--- src/rtl/dpirw_pkg.sv ---
// ----------------------------------------------------------------------------
// dpirw_pkg
// Shared constants and types of the INFO chunk resolution rewriter.
// ----------------------------------------------------------------------------
package dpirw_pkg;

  localparam int MAX_NESTING = 4;
  localparam int POS_W = 33;
  localparam int LVL_W = $clog2(MAX_NESTING + 1);
  localparam int IDX_W = (MAX_NESTING > 1) ? $clog2(MAX_NESTING) : 1;

  localparam logic [31:0] ID_FORM  = 32'h464f524d;
  localparam logic [31:0] ID_DJVU  = 32'h444a5655;
  localparam logic [31:0] ID_DJVM  = 32'h444a564d;
  localparam logic [31:0] ID_INFO  = 32'h494e464f;
  localparam logic [31:0] ID_MAGIC = 32'h41542654;

  // Parser phases.
  localparam logic [2:0] PH_ID     = 3'd0;
  localparam logic [2:0] PH_LEN    = 3'd1;
  localparam logic [2:0] PH_FORMID = 3'd2;
  localparam logic [2:0] PH_INFO   = 3'd3;
  localparam logic [2:0] PH_SKIP   = 3'd4;

  localparam logic [15:0] DPI_RESET = 16'd300;

  // Register map.
  localparam logic REG_DPI = 1'b0;

  typedef struct packed {
    logic             push;
    logic [POS_W-1:0] push_end;
    logic             close;
    logic [POS_W-1:0] close_at;
    logic             clear;
  } stk_ctl_t;

  typedef struct packed {
    logic [LVL_W-1:0] level;
    logic             has_top;
    logic [POS_W-1:0] top_end;
  } stk_stat_t;

  typedef struct packed {
    logic [7:0] byte_val;
    logic       patched;
    logic       malformed;
  } res_t;

endpackage

--- src/rtl/dpirw_stack.sv ---
// ----------------------------------------------------------------------------
// dpirw_stack
// Ends of the open forms and the nesting level; on a close, pops the ended forms from the top down.
// ----------------------------------------------------------------------------
module dpirw_stack (
  input  logic                clk,
  input  logic                rst,
  input  logic                step,
  input  dpirw_pkg::stk_ctl_t ctl,
  output dpirw_pkg::stk_stat_t stat
);
  import dpirw_pkg::*;

  logic [POS_W-1:0] ends [MAX_NESTING];
  logic [POS_W-1:0] ends_view [MAX_NESTING];
  logic [LVL_W-1:0] level;
  logic [LVL_W-1:0] level_next;
  logic [LVL_W-1:0] lvl_push;
  logic [LVL_W-1:0] lvl_closed;
  logic [LVL_W-1:0] lvl_m1;
  logic [MAX_NESTING-1:0] ended;

  // A push lands before the close scan, so the new form can close at once.
  always_comb begin
    lvl_push = ctl.push ? level + LVL_W'(1) : level;
    for (int i = 0; i < MAX_NESTING; i++) begin
      ends_view[i] = (ctl.push && (level == LVL_W'(i))) ? ctl.push_end : ends[i];
      ended[i] = (ctl.close_at >= ends_view[i]);
    end
    lvl_closed = lvl_push;
    for (int i = MAX_NESTING - 1; i >= 0; i--) begin
      if ((lvl_closed == LVL_W'(i + 1)) && ended[i]) begin
        lvl_closed = LVL_W'(i);
      end
    end
    if (ctl.clear) begin
      level_next = '0;
    end else if (ctl.close) begin
      level_next = lvl_closed;
    end else begin
      level_next = lvl_push;
    end
  end

  always_ff @(posedge clk) begin
    if (rst) begin
      level <= '0;
    end else if (step) begin
      level <= level_next;
    end
  end

  always_ff @(posedge clk) begin
    if (step && ctl.push) begin
      ends[level[IDX_W-1:0]] <= ctl.push_end;
    end
  end

  assign lvl_m1       = level - LVL_W'(1);
  assign stat.level   = level;
  assign stat.has_top = (level != '0);
  assign stat.top_end = ends[lvl_m1[IDX_W-1:0]];

endmodule

--- src/rtl/dpirw_core.sv ---
// ----------------------------------------------------------------------------
// dpirw_core
// Chunk header parser and INFO patch logic, one byte per step.
// ----------------------------------------------------------------------------
module dpirw_core (
  input  logic              clk,
  input  logic              rst,
  input  logic              step,
  input  logic [7:0]        byte_in,
  input  logic              is_last,
  input  logic [15:0]       target_dpi,
  output dpirw_pkg::res_t   res
);
  import dpirw_pkg::*;

  logic [POS_W-1:0] pos, pos_next;
  logic [2:0]       phase, phase_next;
  logic [31:0]      hshift, hshift_next;
  logic [31:0]      cid, cid_next;
  logic [POS_W-1:0] cend, cend_next;
  logic [POS_W-1:0] ips, ips_next;
  logic             err, err_next;

  logic [POS_W-1:0] nxt;
  logic [POS_W-1:0] k;
  logic [31:0]      sh;
  logic [POS_W-1:0] skip_cur;
  logic [POS_W-1:0] new_end;
  logic [POS_W-1:0] skip_new;
  logic             go_bnd;
  logic [POS_W-1:0] bnd_at;
  logic [7:0]       ob;
  stk_ctl_t         ctl;
  stk_stat_t        stat;

  dpirw_stack u_stack (
    .clk  (clk),
    .rst  (rst),
    .step (step),
    .ctl  (ctl),
    .stat (stat)
  );

  assign nxt      = pos + POS_W'(1);
  assign k        = pos - ips;
  assign sh       = {hshift[23:0], byte_in};
  assign skip_cur = cend + POS_W'(cend[0]);
  assign new_end  = nxt + POS_W'(sh);
  assign skip_new = new_end + POS_W'(new_end[0]);

  always_comb begin
    pos_next    = nxt;
    phase_next  = phase;
    hshift_next = hshift;
    cid_next    = cid;
    cend_next   = cend;
    ips_next    = ips;
    err_next    = err;
    go_bnd      = 1'b0;
    bnd_at      = nxt;
    ob          = byte_in;
    ctl         = '0;

    case (phase)
      PH_LEN: begin
        hshift_next = sh;
        if (k >= POS_W'(7)) begin
          cend_next   = new_end;
          ips_next    = nxt;
          hshift_next = '0;
          if (stat.has_top && (new_end > stat.top_end)) begin
            err_next = 1'b1;
          end
          if (cid == ID_FORM) begin
            if (sh < 32'd4) begin
              err_next   = 1'b1;
              phase_next = PH_SKIP;
              go_bnd     = (nxt >= skip_new);
            end else begin
              phase_next = PH_FORMID;
            end
          end else if (cid == ID_INFO) begin
            if (sh < 32'd10) begin
              err_next = 1'b1;
            end
            phase_next = PH_INFO;
            go_bnd     = (nxt >= skip_new);
          end else begin
            phase_next = PH_SKIP;
            go_bnd     = (nxt >= skip_new);
          end
        end
      end
      PH_FORMID: begin
        hshift_next = sh;
        if (k >= POS_W'(3)) begin
          hshift_next = '0;
          if ((sh == ID_DJVU) || (sh == ID_DJVM)) begin
            if (stat.level < LVL_W'(MAX_NESTING)) begin
              ctl.push     = 1'b1;
              ctl.push_end = cend;
              go_bnd       = 1'b1;
            end else begin
              err_next   = 1'b1;
              phase_next = PH_SKIP;
              go_bnd     = (nxt >= skip_cur);
            end
          end else begin
            phase_next = PH_SKIP;
            go_bnd     = (nxt >= skip_cur);
          end
        end
      end
      PH_INFO: begin
        if (pos < cend) begin
          if (k == POS_W'(6)) begin
            ob = target_dpi[7:0];
          end else if (k == POS_W'(7)) begin
            ob = target_dpi[15:8];
          end else if ((k == POS_W'(9)) && (byte_in == 8'd0)) begin
            ob = 8'd1;
          end
        end
        go_bnd = (nxt >= skip_cur);
      end
      PH_SKIP: begin
        go_bnd = (nxt >= skip_cur);
      end
      PH_ID: begin
        hshift_next = sh;
        if (k >= POS_W'(3)) begin
          cid_next    = sh;
          hshift_next = '0;
          if (sh == ID_MAGIC) begin
            go_bnd = 1'b1;
          end else begin
            phase_next = PH_LEN;
          end
        end
      end
      default: begin
        // Unused phase code: restart id parsing at this byte.
        phase_next   = PH_ID;
        ips_next     = pos;
        hshift_next  = {24'd0, byte_in};
        ctl.close    = 1'b1;
        ctl.close_at = pos;
      end
    endcase

    if (go_bnd) begin
      phase_next   = PH_ID;
      hshift_next  = '0;
      ips_next     = bnd_at;
      ctl.close    = 1'b1;
      ctl.close_at = bnd_at;
    end

    // End of file returns the parse state to its reset values; the error flag is kept.
    if (is_last) begin
      pos_next    = '0;
      phase_next  = PH_ID;
      hshift_next = '0;
      cid_next    = '0;
      cend_next   = '0;
      ips_next    = '0;
      ctl.clear   = 1'b1;
    end
  end

  always_ff @(posedge clk) begin
    if (rst) begin
      pos    <= '0;
      phase  <= PH_ID;
      hshift <= '0;
      cid    <= '0;
      cend   <= '0;
      ips    <= '0;
      err    <= 1'b0;
    end else if (step) begin
      pos    <= pos_next;
      phase  <= phase_next;
      hshift <= hshift_next;
      cid    <= cid_next;
      cend   <= cend_next;
      ips    <= ips_next;
      err    <= err_next;
    end
  end

  assign res.byte_val  = ob;
  assign res.patched   = (ob != byte_in);
  assign res.malformed = err_next;

endmodule

--- src/rtl/djvu_info_dpi_rewriter.sv ---
// ----------------------------------------------------------------------------
// djvu_info_dpi_rewriter
// Streams a DjVu file byte by byte and rewrites the resolution in INFO chunks.
// ----------------------------------------------------------------------------
// An accepted word is loaded into the output register and can be taken in
// the next cycle. Throughput: one word per clock while the output side keeps
// up; the parser state and output register both advance on each accepted
// word, and a new word is taken while the output word is still waiting
// whenever the output side is ready in that cycle.
// Reset: rst is synchronous; it clears the parse state, the core's malformed
// flag and the output valid, and restores target_dpi to 300.
module djvu_info_dpi_rewriter (
  input  logic        clk,
  input  logic        rst,
  input  logic        in_valid,
  output logic        in_ready,
  input  logic [7:0]  byte_in,
  input  logic        is_last,
  output logic        out_valid,
  input  logic        out_ready,
  output logic [7:0]  byte_out,
  output logic        last_out,
  output logic        patched,
  output logic        malformed,
  input  logic        psel,
  input  logic        penable,
  input  logic        pwrite,
  input  logic [2:0]  paddr,
  input  logic [31:0] pwdata,
  output logic [31:0] prdata,
  output logic        pready
);
  import dpirw_pkg::*;

  logic [15:0] target_dpi;
  logic        step;
  logic        reg_sel;
  res_t        res;

  // The output register frees up when its word is taken, so the input side
  // may accept in the same cycle as the output handshake completes.
  assign in_ready = !out_valid || out_ready;
  assign step     = in_valid && in_ready;

  dpirw_core u_core (
    .clk        (clk),
    .rst        (rst),
    .step       (step),
    .byte_in    (byte_in),
    .is_last    (is_last),
    .target_dpi (target_dpi),
    .res        (res)
  );

  always_ff @(posedge clk) begin
    if (rst) begin
      out_valid <= 1'b0;
    end else if (step) begin
      out_valid <= 1'b1;
    end else if (out_ready) begin
      out_valid <= 1'b0;
    end
  end

  // Output payload registers need no reset.
  always_ff @(posedge clk) begin
    if (step) begin
      byte_out  <= res.byte_val;
      last_out  <= is_last;
      patched   <= res.patched;
      malformed <= res.malformed;
    end
  end

  // Configuration port. The register index is the word address; there is
  // one register, so only word zero is decoded.
  assign pready  = 1'b1;
  assign reg_sel = (paddr[2] == REG_DPI);

  always_ff @(posedge clk) begin
    if (rst) begin
      target_dpi <= DPI_RESET;
    end else if (psel && penable && pwrite && pready && reg_sel) begin
      target_dpi <= pwdata[15:0];
    end
  end

  assign prdata = reg_sel ? {16'd0, target_dpi} : 32'd0;

endmodule
--- config.mk ---
export PLATFORM = sky130hd
export DESIGN_NAME = djvu_info_dpi_rewriter
export DESIGN_NICKNAME = d
export VERILOG_FILES = /design/src/rtl/dpirw_pkg.sv /design/src/rtl/dpirw_stack.sv /design/src/rtl/dpirw_core.sv /design/src/rtl/djvu_info_dpi_rewriter.sv
export SDC_FILE = /design/constraint.sdc
export NUM_CORES = 1
export LEC_CHECK = 0
export BUFFER_PORTS_ARGS = -buffer_cell sky130_fd_sc_hd__clkbuf_2
export CAP_MARGIN = 10
export CELL_PAD_IN_SITES_DETAIL_PLACEMENT = 1
export CELL_PAD_IN_SITES_GLOBAL_PLACEMENT = 1
export CORE_ASPECT_RATIO = 1.2
export CORE_MARGIN = 2
export CORE_UTILIZATION = 45
export CTS_CLUSTER_DIAMETER = 30
export DETAILED_ROUTE_END_ITERATION = 8
export GPL_TIMING_DRIVEN = 0
export PLACE_DENSITY = 0.79
export SKIP_CTS_REPAIR_TIMING = 1
export SYNTH_ARGS = -nofsm -noshare
export SYNTH_HDL_FRONTEND = slang
export SYNTH_SLANG_ARGS = --single-unit
--- constraint.sdc ---
create_clock -name clk -period 9.59 [get_ports clk]
set_input_delay 0 -clock clk [delete_from_list [all_inputs] [get_ports clk]]
set_output_delay 0 -clock clk [all_outputs]
set_load 0.005 [all_outputs]
### Word level (Yosys, flattened, before mapping)

Memories as Yosys holds them, arrays and structs flattened.
Cells that the tools add are included.

| cells by class | value |
|---|---|
| equal/unequal tests | 27 |
| reduce and logical (&&, ||, !) cells | 36 |
| bitwise gates (word level) | 1 |
| $lt $le $gt $ge | 13 |
| add/subtract/negate cells | 7 |
| multiplexer cells | 75 |

Operators by type and width:

| cell | number |
|---|---|
| $mux W33 | 11 |
| $mux W34 | 6 |
| $ge A33 B33 Y1 | 6 |
| $eq A32 B31 Y1 const B | 5 |
| $mux W24 | 4 |
| $mux W32 | 3 |
| $pmux W24 S3 | 1 |
| $add A33 B1 Y33 | 2 |
| $eq A33 B3 Y1 const B | 2 |
| $pmux W33 S2 | 1 |
| $mux W3 | 18 |
| $mux W8 | 5 |
| $add A33 B1 Y33 const B | 1 |
| $add A33 B32 Y33 | 1 |
| $eq A33 B4 Y1 const B | 1 |
| $ge A33 B2 Y1 const B | 1 |
| $ge A33 B3 Y1 const B | 1 |
| $gt A33 B33 Y1 | 1 |
| $lt A33 B33 Y1 | 1 |
| $sub A33 B33 Y33 | 1 |
| $lt A32 B3 Y1 const B | 1 |
| $lt A32 B4 Y1 const B | 1 |
| $mux W1 | 22 |
| $eq A3 B2 Y1 const B | 6 |
| other kinds (28) | 57 |

| storage, ports and cells | value |
|---|---|
| flip-flop bits (word level) | 190 |
| bits in writable memories | 132 |
| word-level logic and storage cells | 174 |
| memories kept | 1 |
| bits of input ports | 51 |

Memories:

| name | words | width | read ports | clocked after memory_dff | wr ports | RTL line | RTL |
|---|---|---|---|---|---|---|---|
| u_core.u_stack.ends | 4 | 33 | 5 | 0 | 1 | dpirw_stack.sv:14 | `logic [POS_W-1:0] ends [MAX_NESTING];` |

### Longest topological paths before layout

Gate-level depths: netlist of run 1.

| logic depth | value |
|---|---|
| depth after elaboration | 23 |
| gate-level depth with buffers | 49 |
| mapped depth without buffers | 43 |

### By module

A second synthesis of run 1 with hierarchy kept.

| unflattened totals | value |
|---|---|
| cells, all modules | 3,336 |
| area, all modules | 28,792.6 sq um |

By module, submodules not included:

| module | area an instance (sq um) | instances | cells an instance | sequential area each (sq um) |
|---|---|---|---|---|
| dpirw_core | 18,084.8 | 1 | 2,503 | 3,183.1 |
| dpirw_stack | 9,369.0 | 1 | 711 | 4,023.9 |
| djvu_info_dpi_rewriter | 1,338.8 | 1 | 122 | 670.6 |

### Least setup slack after synthesis of run 1

Ideal clock, no wire load.

| timing path | value |
|---|---|
| kind | register to register |
| start point | register u_core.pos[3] |
| end point | register u_core.u_stack.level[1] |
| setup slack | -0.020 ns |
| library setup time | 0.122 ns |
| stages on the path, launching flop included | 49 |
| data arrival time | 9.489 ns |
| period minus slack after synthesis | 9.610 ns |
| cells stage by stage | dfxtp_1 buf_2 and3_1 and3_1 clkbuf_1 nand2_1 nor2_1 nand3_1 xnor2_1 ha_1 clkbuf_1 and3_1 nand2_1 a2111oi_2 nor3_1 or4b_1 nand3_1 nand2_1 (+13 left out) buf_6 clkbuf_1 o21ai_0 nand2_1 o41ai_1 ha_1 nand4_1 nor4_1 a21oi_1 o211ai_1 a21oi_1 o21ai_0 inv_1 or2_2 a31oi_1 mux2_2 o211ai_1 o311a_1 |

| on the way | value |
|---|---|
| longest elaborated chain between the ends | 23 |

Ends and longest elaborated chain:

| item | RTL line | RTL |
|---|---|---|
| from (decl) | dpirw_core.sv:16 | `logic [POS_W-1:0] pos, pos_next;` |
| from (signal assigned) | dpirw_core.sv:181 | `pos <= pos_next;` |
| $add A33 B1 Y33 | dpirw_core.sv:44 | `assign nxt = pos + POS_W'(1);` |
| $add A33 B32 Y33 | dpirw_core.sv:48 | `assign new_end = nxt + POS_W'(sh);` |
| $add A33 B1 Y33 | dpirw_core.sv:49 | `assign skip_new = new_end + POS_W'(new_end[0]);` |
| $ge A33 B33 Y1 | dpirw_core.sv:78, dpirw_core.sv:87, dpirw_core.sv:90 |  |
| $mux W1 | dpirw_core.sv:75 | `if (sh < 32'd4) begin` |
| $mux W1 | dpirw_core.sv:74 | `if (cid == ID_FORM) begin` |
| $mux W1 | dpirw_core.sv:67 | `if (k >= POS_W'(7)) begin` |
| $pmux W1 S4 | dpirw_core.sv:64 | `case (phase)` |
| (+7 left out) | n/a |  |
| $eq A3 B2 Y1 | dpirw_stack.sv:32 | `if ((lvl_closed == LVL_W'(i + 1)) && ended[i]) begin` |
| $logic_and A1 B1 Y1 | dpirw_stack.sv:32 |  |
| $mux W3 | dpirw_stack.sv:32 |  |
| $eq A3 B1 Y1 | dpirw_stack.sv:32 |  |
| $logic_and A1 B1 Y1 | dpirw_stack.sv:32 |  |
| $mux W3 | dpirw_stack.sv:32 |  |
| $mux W3 (*) | dpirw_stack.sv:38 | `end else if (ctl.close) begin` |
| $mux W3 (*) | dpirw_stack.sv:36 | `if (ctl.clear) begin` |
| to (signal assigned) | dpirw_stack.sv:49 | `level <= level_next;` |
| to (decl) | dpirw_stack.sv:16 | `logic [LVL_W-1:0] level;` |

Mark *: on every way between the ends. The rest lies on a longest branch, timed or not.
A chain may end at the register's enable or synchronous reset.

### Worst setup path in the final report of run 1

| timing path | value |
|---|---|
| start point | register u_core.pos[2] |
| end point | register u_core.u_stack.level[1] |

Same word-level chain as after synthesis.

==> key figures, run 1 <==
Outcome
  – Outcome: complete, but fails checks
  – Failing checks: hold timing, setup timing

Power and ir drop
  – Power per cell area: 128 nW/um^2
  – Worst IR drop on VDD: 161 uV
  – Lkg Pwr: 14.8 nW

Logic synthesis
  – Mapped Area: 27,500 sq um
  – Number of synthesized flops with an enable pin: 143
  – Largest family of logic cells by synthesized area: compound AO/OA/AOI/OAI gates
  – Yosys top cell by area: edfxtp_1
  – Adder-Cell Fraction of Synth Area: 15.4%
  – Yosys cell types: 96
  – Asr flop ratio synth: 0%
  – Post-Syn Area per Cell: 8.75 sq um
  – Post-Synth Simple-Gate Area: 17.7%
  – Multiplexer share of the synthesized area: 7.32%
  – Synth top area share: 15.6%
  – Most used flip-flop cell after synthesis: dfxtp_1
  – Sequential area share after synthesis: 28.6%
  – Synthesized flop and latch total: 322
  – Post-Synth XOR/XNOR Area: 5.57%
  – Synth Area in Compound Gates: 20.0%
  – Synth warn: 0
  – Top post-synthesis cells by area: edfxtp_1 (16%), ha_1 (15%), dfxtp_1 (13%)
  – Post-synthesis cell count: 3,148

STA
  – Clock Skews: 0.0478 ns
  – Final hold slack: -0.0122 ns
  – Worst slew pin tran: 1.16 ns
  – Final slew viol count: 0
  – Final WS setup: -0.738 ns
  – Endpoints failing setup: 3
  – Fmax: 96.8 MHz
  – Fin. Hold Viols: 1
  – Final critical-path share of the clock period: 108%
  – Rel. slew slack: 22.8%
  – RSZ-0062 raised after global routing: yes
  – Setup_tns: -1.75 ns
  – Minimum clock period after layout: 10.33 ns

Die
  – I/O pin cnt: 97
  – Die ar.: 63,200 sq um
  – Die X: 230 microns
  – Starting Density: 45.4%
  – Core area: 60,700 sq um
  – Die H: 275 microns
  – Row count: 99

Worst setup path
  – CP arrival: 10.84 ns
  – Critical path's slowest cell: or4b_4
  – Crit path launch type: flop
  – Worst Setup EP: u_core.u_stack.level[1]
  – Critical path class: flop to flop
  – Critical R2R Launch: u_core.pos[2]
  – Critical Path Source: u_core.pos[2]
  – Worst endpoint required time: 10.10 ns
  – Slowest stage delay, CP: 0.57 ns
  – Worst flop-to-flop path endpoint: u_core.u_stack.level[1]
  – Crit-path max FO: 8
  – Flop2flop setup slack: -0.74 ns
  – Nature of the critical path endpoint: flop
  – Cells on worst reg2reg path: 47

GRT
  – Vias in the first global route: 28,049
  – Global-route wire length before repair: 167 mm
  – M2 GR Usage: 59.6%
  – GRT Overall Usage: 34.8%
  – GR Overflow Total: 0
  – Initial antenna violation count: 2
  – Largest net degree at the start of global routing: 28
  – GR Util met1: 39.8%
  – M3 GR Usage: 5.53%
  – Top Usage Layer GRT: met2

Routing
  – Final wirelength: 120 mm
  – 1st-pass router iterations: 7
  – Via-to-Cell Ratio: 6.45
  – Initial DRC count: 2,103
  – DRC: 0
  – Post-route ant nets: 0
  – Vias: 27,904
  – Wire per inst: 27.8 microns

CTS
  – TritonCTS clock tree: done
  – CTS clock-pin slew for the worst setup and hold paths: 0.05 ns
  – Clock buffer depth: 3
  – CTS root buffer: clkbuf_16
  – Clock Latency Late Sink: 0.65 ns
  – Sink Count: 322
  – Htree depth: 3
  – CTS Buf Count: 79

Placement
  – PortBufs: 61
  – Post-DP HPWL: 88.7 mm
  – GPL Wtd Cong: 0.993
  – Placed cell area: 29,100 sq um
  – Setup WS pre-CTS: -5.35 ns

Hold path
  – Hold Path Class: input pin to flop
  – WHS Path Cells: 4

Flow run
  – Max Cap Viol: 0

Layout
  – Area Growth Syn to Fin: 26.7%
  – Inserted Diodes: 0
  – Design area: 34,900 sq um
  – Final core utilization: 57.5%
  – Nets: 3,841
  – Share of post-route cells with drive strength above 1: 19.7%
==> report_power, final <==
| group | internal (mW) | leakage, nW | switching, mW | total (mW) |
|---|---|---|---|---|
| logic | 0.102 | 11.0 | 0.190 | 0.292 |
| clock network | 1.76 | 1.34 | 0.975 | 2.74 |
| registers | 1.43 | 2.46 | 0.0136 | 1.45 |
| total | 3.30 | 14.8 | 1.18 | 4.48 |
==> synthesized netlist by cell type, drive strengths merged (17+ instances only) <==
library cell	number
xnor2	105
nand2	215
inv	149
ha	335
o211ai	37
nor4	22
and3	52
nor2b	31
a21oi	213
mux4	33
o21ai	186
nand4	80
o21a	30
o2bb2ai	37
mux2i	108
a21o	109
and2	45
nor2	247
edfxtp	143
o31ai	20
clkbuf	120
a22oi	72
xor2	70
buf	80
nand2b	29
mux2	17
nand3	92
a211oi	18
dfxtp	179
nor3	68
==> how the worst min path moves through the flow <==
stage                from             end  slack [ns]
3_3_place_gp    pwdata[8]   target_dpi[8]        0.23
3_5_place_dp   pwdata[15]  target_dpi[15]        0.23
6_report       byte_in[0]  u_core.cend[0]       -0.01
2_1_floorplan    paddr[2]       prdata[0]        0.03
5_1_grt        byte_in[0]  u_core.cend[0]       0.008
4_1_cts        pwdata[15]  target_dpi[15]       -0.44
==> layout make-up <==
class	count	area, sq um
Fill cell	6839	25800
Buffer	193	1020
Tap cell	808	1010
Inverter	149	559
Sequential cell	322	7900
Clock buffer	90	2090
Clock inverter	55	643
Multi-Input combinational cell	2492	19900
Timing Repair Buffer	216	1740
==> registers in the layout, indices dropped and copies added, names as in the netlist, 3 cells and up <==
register / flops
u_core.u_stack.level: 3
u_core.cid: 32
u_core.pos: 33
u_core.ips: 33
u_core.u_stack.ends: 132
target_dpi: 16
u_core.cend: 33
u_core.hshift: 24
u_core.phase: 3
byte_out: 8
==> metal layers <==
| metal | vias up | share of wire (%) |
|---|---|---|
| li1 | 12277 | - |
| met1 | 13915 | 38 |
| met2 | 1244 | 48 |
| met3 | 466 | 6.4 |
| met4 | 2 | 8.2 |
| met5 | - | 0.0075 |
==> stage by stage <==
| step | total power, mW | std cells |
|---|---|---|
| after floorplan | 1.63 | 3163 |
| after global placement | 1.72 | 4032 |
| after detailed placement | 1.73 | 4040 |
| after CTS | 4.45 | 4185 |
| after global routing | 4.57 | 4325 |
| final | 4.48 | 4325 |
==> kinds of logic (layout without fill, tap and decap cells) <==
logic type | after synthesis | after routing
xor+xnor | 175 | 175
compound gates | 840 | 840
fa+ha+maj | 337 | 337
mux | 158 | 158
other cells | 2 | 17
simple gates | 965 | 965
buf+inv | 349 | 703
flops | 322 | 322
==> worst max-delay path: cells and delay by family, from the launching register on <==
family | cells | cell delay (ns)
buffers and inverters | 6 | 0.92
and+or+nand+nor | 18 | 4.12
DFF | 1 | 0.37
xor gates and xnor gates | 1 | 0.08
adders and majority gates | 3 | 1.07
muxes | 1 | 0.16
AOI/OAI and AO/OA | 18 | 3.42
==> placed cells by master, fill, tap and decap left out, types with 45 or more instances in the layout <==
master / instances
nor3_1: 63
o21ai_0: 144
xnor2_1: 79
inv_1: 148
clkbuf_16: 83
edfxtp_1: 143
a21oi_1: 197
nor2_1: 236
nand3_1: 78
clkbuf_1: 104
a22oi_1: 72
clkbuf_2: 67
mux2i_1: 108
dfxtp_1: 172
xor2_1: 60
buf_4: 144
a21o_1: 109
and2_1: 45
nand2_1: 209
ha_1: 310
nand4_1: 79
Note: power is estimated with default switching activity, not from simulation.
==> run 2, diff against run 1 <==
Settings changed: CELL_PAD_IN_SITES_GLOBAL_PLACEMENT 1 to 2, CORE_UTILIZATION 45 to 36, PLACE_DENSITY 0.79 to 0.77.
==> run 2 against run 1 <==
Effect of this change: via count shrank 3.5%; sequential cell count is the same; the flow finishes with violations (setup timing); critical path type unchanged; wire length grew 1.4%; largest power group unchanged; fmax grew 2.9%; clock-buffer cell count grew 1; largest cell class unchanged.
==> key figures, run 2 (synthesis results as in run 1) <==
STA
  – Endpoints failing setup: 3 (unchanged)
  – Final critical-path share of the clock period: 105% (was 108%)
  – Final slew viol count: 0 (unchanged)
  – Setup_tns: -0.812 ns (was -1.75 ns)
  – Clock Skews: 0.0503 ns (was 0.0478 ns)
  – Worst slew pin tran: 1.36 ns (was 1.16 ns)
  – Final hold slack: 0.0146 ns (was -0.0122 ns)
  – RSZ-0062 raised after global routing: yes (unchanged)
  – Fin. Hold Viols: 0 (was 1)
  – Final WS setup: -0.448 ns (was -0.738 ns)
  – Rel. slew slack: 8.62% (was 22.8%)
  – Minimum clock period after layout: 10.04 ns (was 10.33 ns)
  – Fmax: 99.6 MHz (was 96.8 MHz)

Routing
  – Wire per inst: 26.7 microns (was 27.8 microns)
  – Post-route ant nets: 0 (unchanged)
  – Via-to-Cell Ratio: 5.90 (was 6.45)
  – Vias: 26,927 (was 27,904)
  – Final wirelength: 122 mm (was 120 mm)
  – 1st-pass router iterations: 5 (was 7)
  – DRC: 0 (unchanged)
  – Initial DRC count: 1,832 (was 2,103)

Die
  – Core area: 76,100 sq um (was 60,700 sq um)
  – Starting Density: 36.2% (was 45.4%)
  – Die ar.: 78,700 sq um (was 63,200 sq um)
  – Row count: 111 (was 99)
  – Die H: 307 microns (was 275 microns)
  – I/O pin cnt: 97 (unchanged)
  – Die X: 256 microns (was 230 microns)

Layout
  – Most frequent cells in the layout: ha_1 (312), nor2_1 (235), nand2_1 (203) (was ha_1 (310), nor2_1 (236), nand2_1 (209))
  – Design area: 35,900 sq um (was 34,900 sq um)
  – Commonest non-fill, non-tap cell in the layout: ha_1 (unchanged)
  – Share of post-route cells with drive strength above 1: 21.2% (was 19.7%)
  – Inserted Diodes: 0 (unchanged)
  – Final core utilization: 47.1% (was 57.5%)
  – Max FFs per register: 132 (unchanged)
  – Fin cells: 4,561 (was 4,325)
  – Area Growth Syn to Fin: 30.2% (was 26.7%)
  – Nets: 3,865 (was 3,841)

Outcome
  – Outcome: complete, but fails checks (unchanged)
  – Failing checks: setup timing (was hold timing, setup timing)

Placement
  – Placed cell area: 29,300 sq um (was 29,100 sq um)
  – GPL Wtd Cong: 0.925 (was 0.993)
  – Setup WS pre-CTS: -5.50 ns (was -5.35 ns)
  – PortBufs: 61 (unchanged)
  – Dpl cells: 4,246 (was 4,040)
  – Post-DP HPWL: 92.5 mm (was 88.7 mm)

CTS
  – Clock Latency Late Sink: 0.67 ns (was 0.65 ns)
  – Clock buffer depth: 3 (unchanged)
  – Sink Count: 322 (unchanged)
  – TritonCTS clock tree: done (unchanged)
  – CTS Buf Count: 80 (was 79)
  – Htree depth: 3 (unchanged)
  – CTS root buffer: clkbuf_16 (unchanged)
  – CTS clock-pin slew for the worst setup and hold paths: 0.05 ns (about the same)

Worst setup path
  – CP arrival: 10.58 ns (was 10.84 ns)
  – Slowest stage delay, CP: 0.53 ns (was 0.57 ns)
  – Critical path class: flop to flop (unchanged)
  – Crit-path max FO: 6 (was 8)
  – Nature of the critical path endpoint: flop (unchanged)
  – Crit path launch type: flop (unchanged)
  – Flop2flop setup slack: -0.45 ns (was -0.74 ns)
  – Worst endpoint required time: 10.14 ns (was 10.10 ns)
  – Critical path's slowest cell: or4_4 (was or4b_4)

GRT
  – Global-route wire length before repair: 171 mm (was 167 mm)
  – Vias in the first global route: 27,235 (was 28,049)
  – GRT Overall Usage: 28.6% (was 34.8%)
  – Largest net degree at the start of global routing: 28 (unchanged)
  – Initial antenna violation count: 0 (was 2)
  – GR Overflow Total: 0 (unchanged)

Power and ir drop
  – Power per cell area: 131 nW/um^2 (was 128 nW/um^2)
  – Lkg Pwr: 15.1 nW (was 14.8 nW)
  – Total Power: 4.70 mW (was 4.48 mW)
  – Worst IR drop on VDD: 144 uV (was 161 uV)

Hold path
  – Hold Path Class: input pin to flop (unchanged)

Flow run
  – Max Cap Viol: 0 (unchanged)
==> run 2: changes by cell type in the layout (fill, tap and decap cells not counted), sizes merged <==
cell,delta
clkinv,-8
buf,+25
clkdlybuf4s18,-1
clkinvlp,+9
inv,-7
bufinv,+9
==> run 2: where the power goes <==
group	switching [mW]	leakage [nW]	internal, mW
Sequential	0.0132	2.47	1.43
Combinational	0.188	11.3	0.103
Clock	0.979	1.39	1.98
Total	1.18	15.1	3.52
==> run 2: path summary, 6_finish.rpt <==
kind	startpoint	end	depth (start not counted)
setup reg to reg	u_core.pos[3]	u_core.u_stack.level[1]	49
hold reg to reg	u_core.ips[25]	u_core.ips[25]	1
hold / removal	byte_in[0]	u_core.cend[0]	4
setup / recovery	u_core.pos[3]	u_core.u_stack.level[1]	49
==> run 2: cell type report <==
type | instances | area, sq um
plain buffers | 191 | 1030
clock buffers | 91 | 2050
clock inverters | 58 | 912
fillers | 8626 | 40300
inverters | 149 | 559
multi-input cells | 2492 | 20200
flip-flops and latches | 322 | 7910
well taps | 1017 | 1270
repair buffers | 241 | 1960
==> run 2: metal layers <==
metal	vias up	part of all wire [%]	track usage, %
met4	0	6.7	14.2
met5	-	0	0
li1	12324	-	-
met2	799	49	50.9
met3	288	4.8	3.07
met1	13516	40	34.3
==> run 2: critical path, delay by kind of cell, from the launching register on <==
kind	cells	cell delay (ns)
simple gates	18	4.04
compound gates	17	2.89
buf+inv	8	1.18
fa+ha+maj	3	0.93
flops	1	0.37
xor+xnor	2	0.32
mux	1	0.17
==> run 3, diff against run 2 <==
Settings changed: CORE_UTILIZATION 36 to 40, PLACE_DENSITY 0.77 to 0.81.
Clock period 9.59 ns to 10.65 ns, I/O delays scaled along.
==> run 3 against run 2 <==
Effect of this change: the run ends with hold timing left; clock skew rose by 0.024 ns; final area decreased by 6.1%; critical path depth shrank 6; largest power group unchanged; sequential cell count is the same; highest routed layer is now met5; wire length decreased by 6.3%; core utilization up 2.3 points; critical path type unchanged; cell count is 4.8% lower; critical endpoint unchanged; fmax is 5.0% lower; register-to-register slack improved by 0.54 ns.
==> key figures, run 3 (synthesis results as in run 1) <==
Placement
  – GPL Wtd Cong: 0.951 (was 0.925)
  – PortBufs: 61 (unchanged)
  – Post-DP HPWL: 90.3 mm (was 92.5 mm)

GRT
  – Largest net degree at the start of global routing: 26 (was 28)
  – GRT Overall Usage: 31.2% (was 28.6%)
  – GR Overflow Total: 0 (unchanged)
  – Initial antenna violation count: 1 (was 0)
  – Global-route wire length before repair: 169 mm (was 171 mm)
  – Vias in the first global route: 27,332 (was 27,235)

STA
  – Fin. Hold Viols: 4 (was 0)
  – Final slew viol count: 0 (unchanged)
  – Fmax: 94.7 MHz (was 99.6 MHz)
  – Final critical-path share of the clock period: 99.2% (was 105%)
  – Setup_tns: 0 ns (was -0.812 ns)
  – Worst slew pin tran: 1.28 ns (was 1.36 ns)
  – Clock Skews: 0.0741 ns (was 0.0503 ns)
  – Final hold slack: -0.00649 ns (was 0.0146 ns)
  – Endpoints failing setup: 0 (was 3)
  – Minimum clock period after layout: 10.56 ns (was 10.04 ns)
  – Rel. slew slack: 14.8% (was 8.62%)

Worst setup path
  – Crit path launch type: flop (unchanged)
  – Crit-path max FO: 10 (was 6)
  – Worst endpoint required time: 11.16 ns (was 10.14 ns)
  – Nature of the critical path endpoint: flop (unchanged)
  – Critical path's slowest cell: o41ai_4 (was or4_4)
  – CP arrival: 11.07 ns (was 10.58 ns)
  – Slowest stage delay, CP: 0.58 ns (was 0.53 ns)
  – Critical path class: flop to flop (unchanged)

Hold path
  – Hold Path Class: input pin to flop (unchanged)

Die
  – Row count: 105 (was 111)
  – Die H: 291 microns (was 307 microns)
  – Core area: 68,200 sq um (was 76,100 sq um)
  – Die X: 243 microns (was 256 microns)
  – Starting Density: 40.4% (was 36.2%)
  – I/O pin cnt: 97 (unchanged)
  – Die ar.: 70,900 sq um (was 78,700 sq um)

Outcome
  – Failing checks: hold timing (was setup timing)
  – Outcome: complete, but fails checks (unchanged)

Power and ir drop
  – Lkg Pwr: 14.3 nW (was 15.1 nW)
  – Worst IR drop on VDD: 137 uV (was 144 uV)
  – Total Power: 3.87 mW (was 4.70 mW)
  – Power per cell area: 115 nW/um^2 (was 131 nW/um^2)

Flow run
  – Max Cap Viol: 0 (unchanged)

Layout
  – Nets: 3,760 (was 3,865)
  – Max FFs per register: 132 (unchanged)
  – Final core utilization: 49.4% (was 47.1%)
  – Commonest non-fill, non-tap cell in the layout: ha_1 (unchanged)
  – Area Growth Syn to Fin: 22.4% (was 30.2%)
  – Most frequent cells in the layout: ha_1 (327), nor2_1 (240), nand2_1 (213) (was ha_1 (312), nor2_1 (235), nand2_1 (203))
  – Share of post-route cells with drive strength above 1: 16.1% (was 21.2%)

CTS
  – CTS clock-pin slew for the worst setup and hold paths: 0.05 ns (about the same)
  – Clock buffer depth: 3 (unchanged)
  – Htree depth: 3 (unchanged)
  – Clock Latency Late Sink: 0.65 ns (was 0.67 ns)
  – CTS Buf Count: 74 (was 80)
  – CTS root buffer: clkbuf_16 (unchanged)
  – Sink Count: 322 (unchanged)
  – TritonCTS clock tree: done (unchanged)

Routing
  – Final wirelength: 114 mm (was 122 mm)
  – Via-to-Cell Ratio: 6.08 (was 5.90)
  – 1st-pass router iterations: 5 (unchanged)
  – Wire per inst: 26.3 microns (was 26.7 microns)
  – Vias: 26,372 (was 26,927)
  – Initial DRC count: 1,739 (was 1,832)
  – DRC: 0 (unchanged)
  – Post-route ant nets: 0 (unchanged)
==> run 3: changes by cell type in the layout (fill, tap and decap cells not counted), moves of 9 or more <==
cell / delta
ha_1: +15
clkbuf_16: -9
a21oi_1: +11
ha_4: -15
clkinvlp_4: -10
bufinv_16: -9
nand2_1: +10
o21ai_0: +13
nand2_2: -9
buf_4: -86
a21oi_2: -9
buf_12: -11
==> run 3: final timing paths <==
path                                startpoint                 endpoint  slack, ns  cells past startpoint
worst min-delay path                       rst           u_core.ips[17]     -0.006                      4
worst max register to register   u_core.pos[6]  u_core.u_stack.level[1]       0.09                     43
worst min register to register  u_core.ips[11]           u_core.ips[11]       0.46                      1
worst max-delay path             u_core.pos[6]  u_core.u_stack.level[1]       0.09                     43
==> run 3: layout make-up <==
| type | instances | area [sq um] |
|---|---|---|
| buffer | 191 | 971 |
| clock inverter | 53 | 663 |
| inverter | 149 | 559 |
| clock buffer | 81 | 1900 |
| timing repair buffer | 142 | 1060 |
| antenna | 1 | 2.50 |
| multi-input combinational | 2492 | 19500 |
| tap | 909 | 1140 |
| fill | 7799 | 34500 |
| sequential | 322 | 7900 |
==> run 3: metal layers <==
metal  part of all wire [%]  vias to the layer above  GRT usage, %  wire [microns]
li1                       -                    12091             -               -
met5                  0.016                        -             0              18
met1                     40                    13251          36.8           45900
met2                     50                      771          55.3           56700
met3                    4.7                      257          3.40            5340
met4                    5.6                        2          16.8            6350
==> run 3: worst max-delay path: cells and delay by family, from the launching register on <==
| family | cells | cell delay [ns] |
|---|---|---|
| muxes | 1 | 0.18 |
| AOI/OAI and AO/OA | 16 | 3.70 |
| xor gates and xnor gates | 2 | 0.46 |
| buffers and inverters | 7 | 1.35 |
| adders and majority gates | 3 | 0.82 |
| DFF | 1 | 0.57 |
| and+or+nand+nor | 14 | 3.33 |
==> run 3: metrics by stage <==
step | setup slack, ns | cells | cell area (sq um)
3_5_place_dp | -4.02 | 4140 | 29200
5_1_grt | -0.160 | 4339 | 33700
3_3_place_gp | -4.50 | 4133 | 29000
4_1_cts | -4.09 | 4274 | 31700
2_1_floorplan | 1.04 | 3163 | 27600
6_report | 0.0892 | 4340 | 33700
==> run 3: power breakdown <==
part | internal [mW] | leakage [nW] | switching, mW
combinational | 0.0870 | 10.6 | 0.162
clock | 1.47 | 1.25 | 0.842
sequential | 1.29 | 2.46 | 0.0130
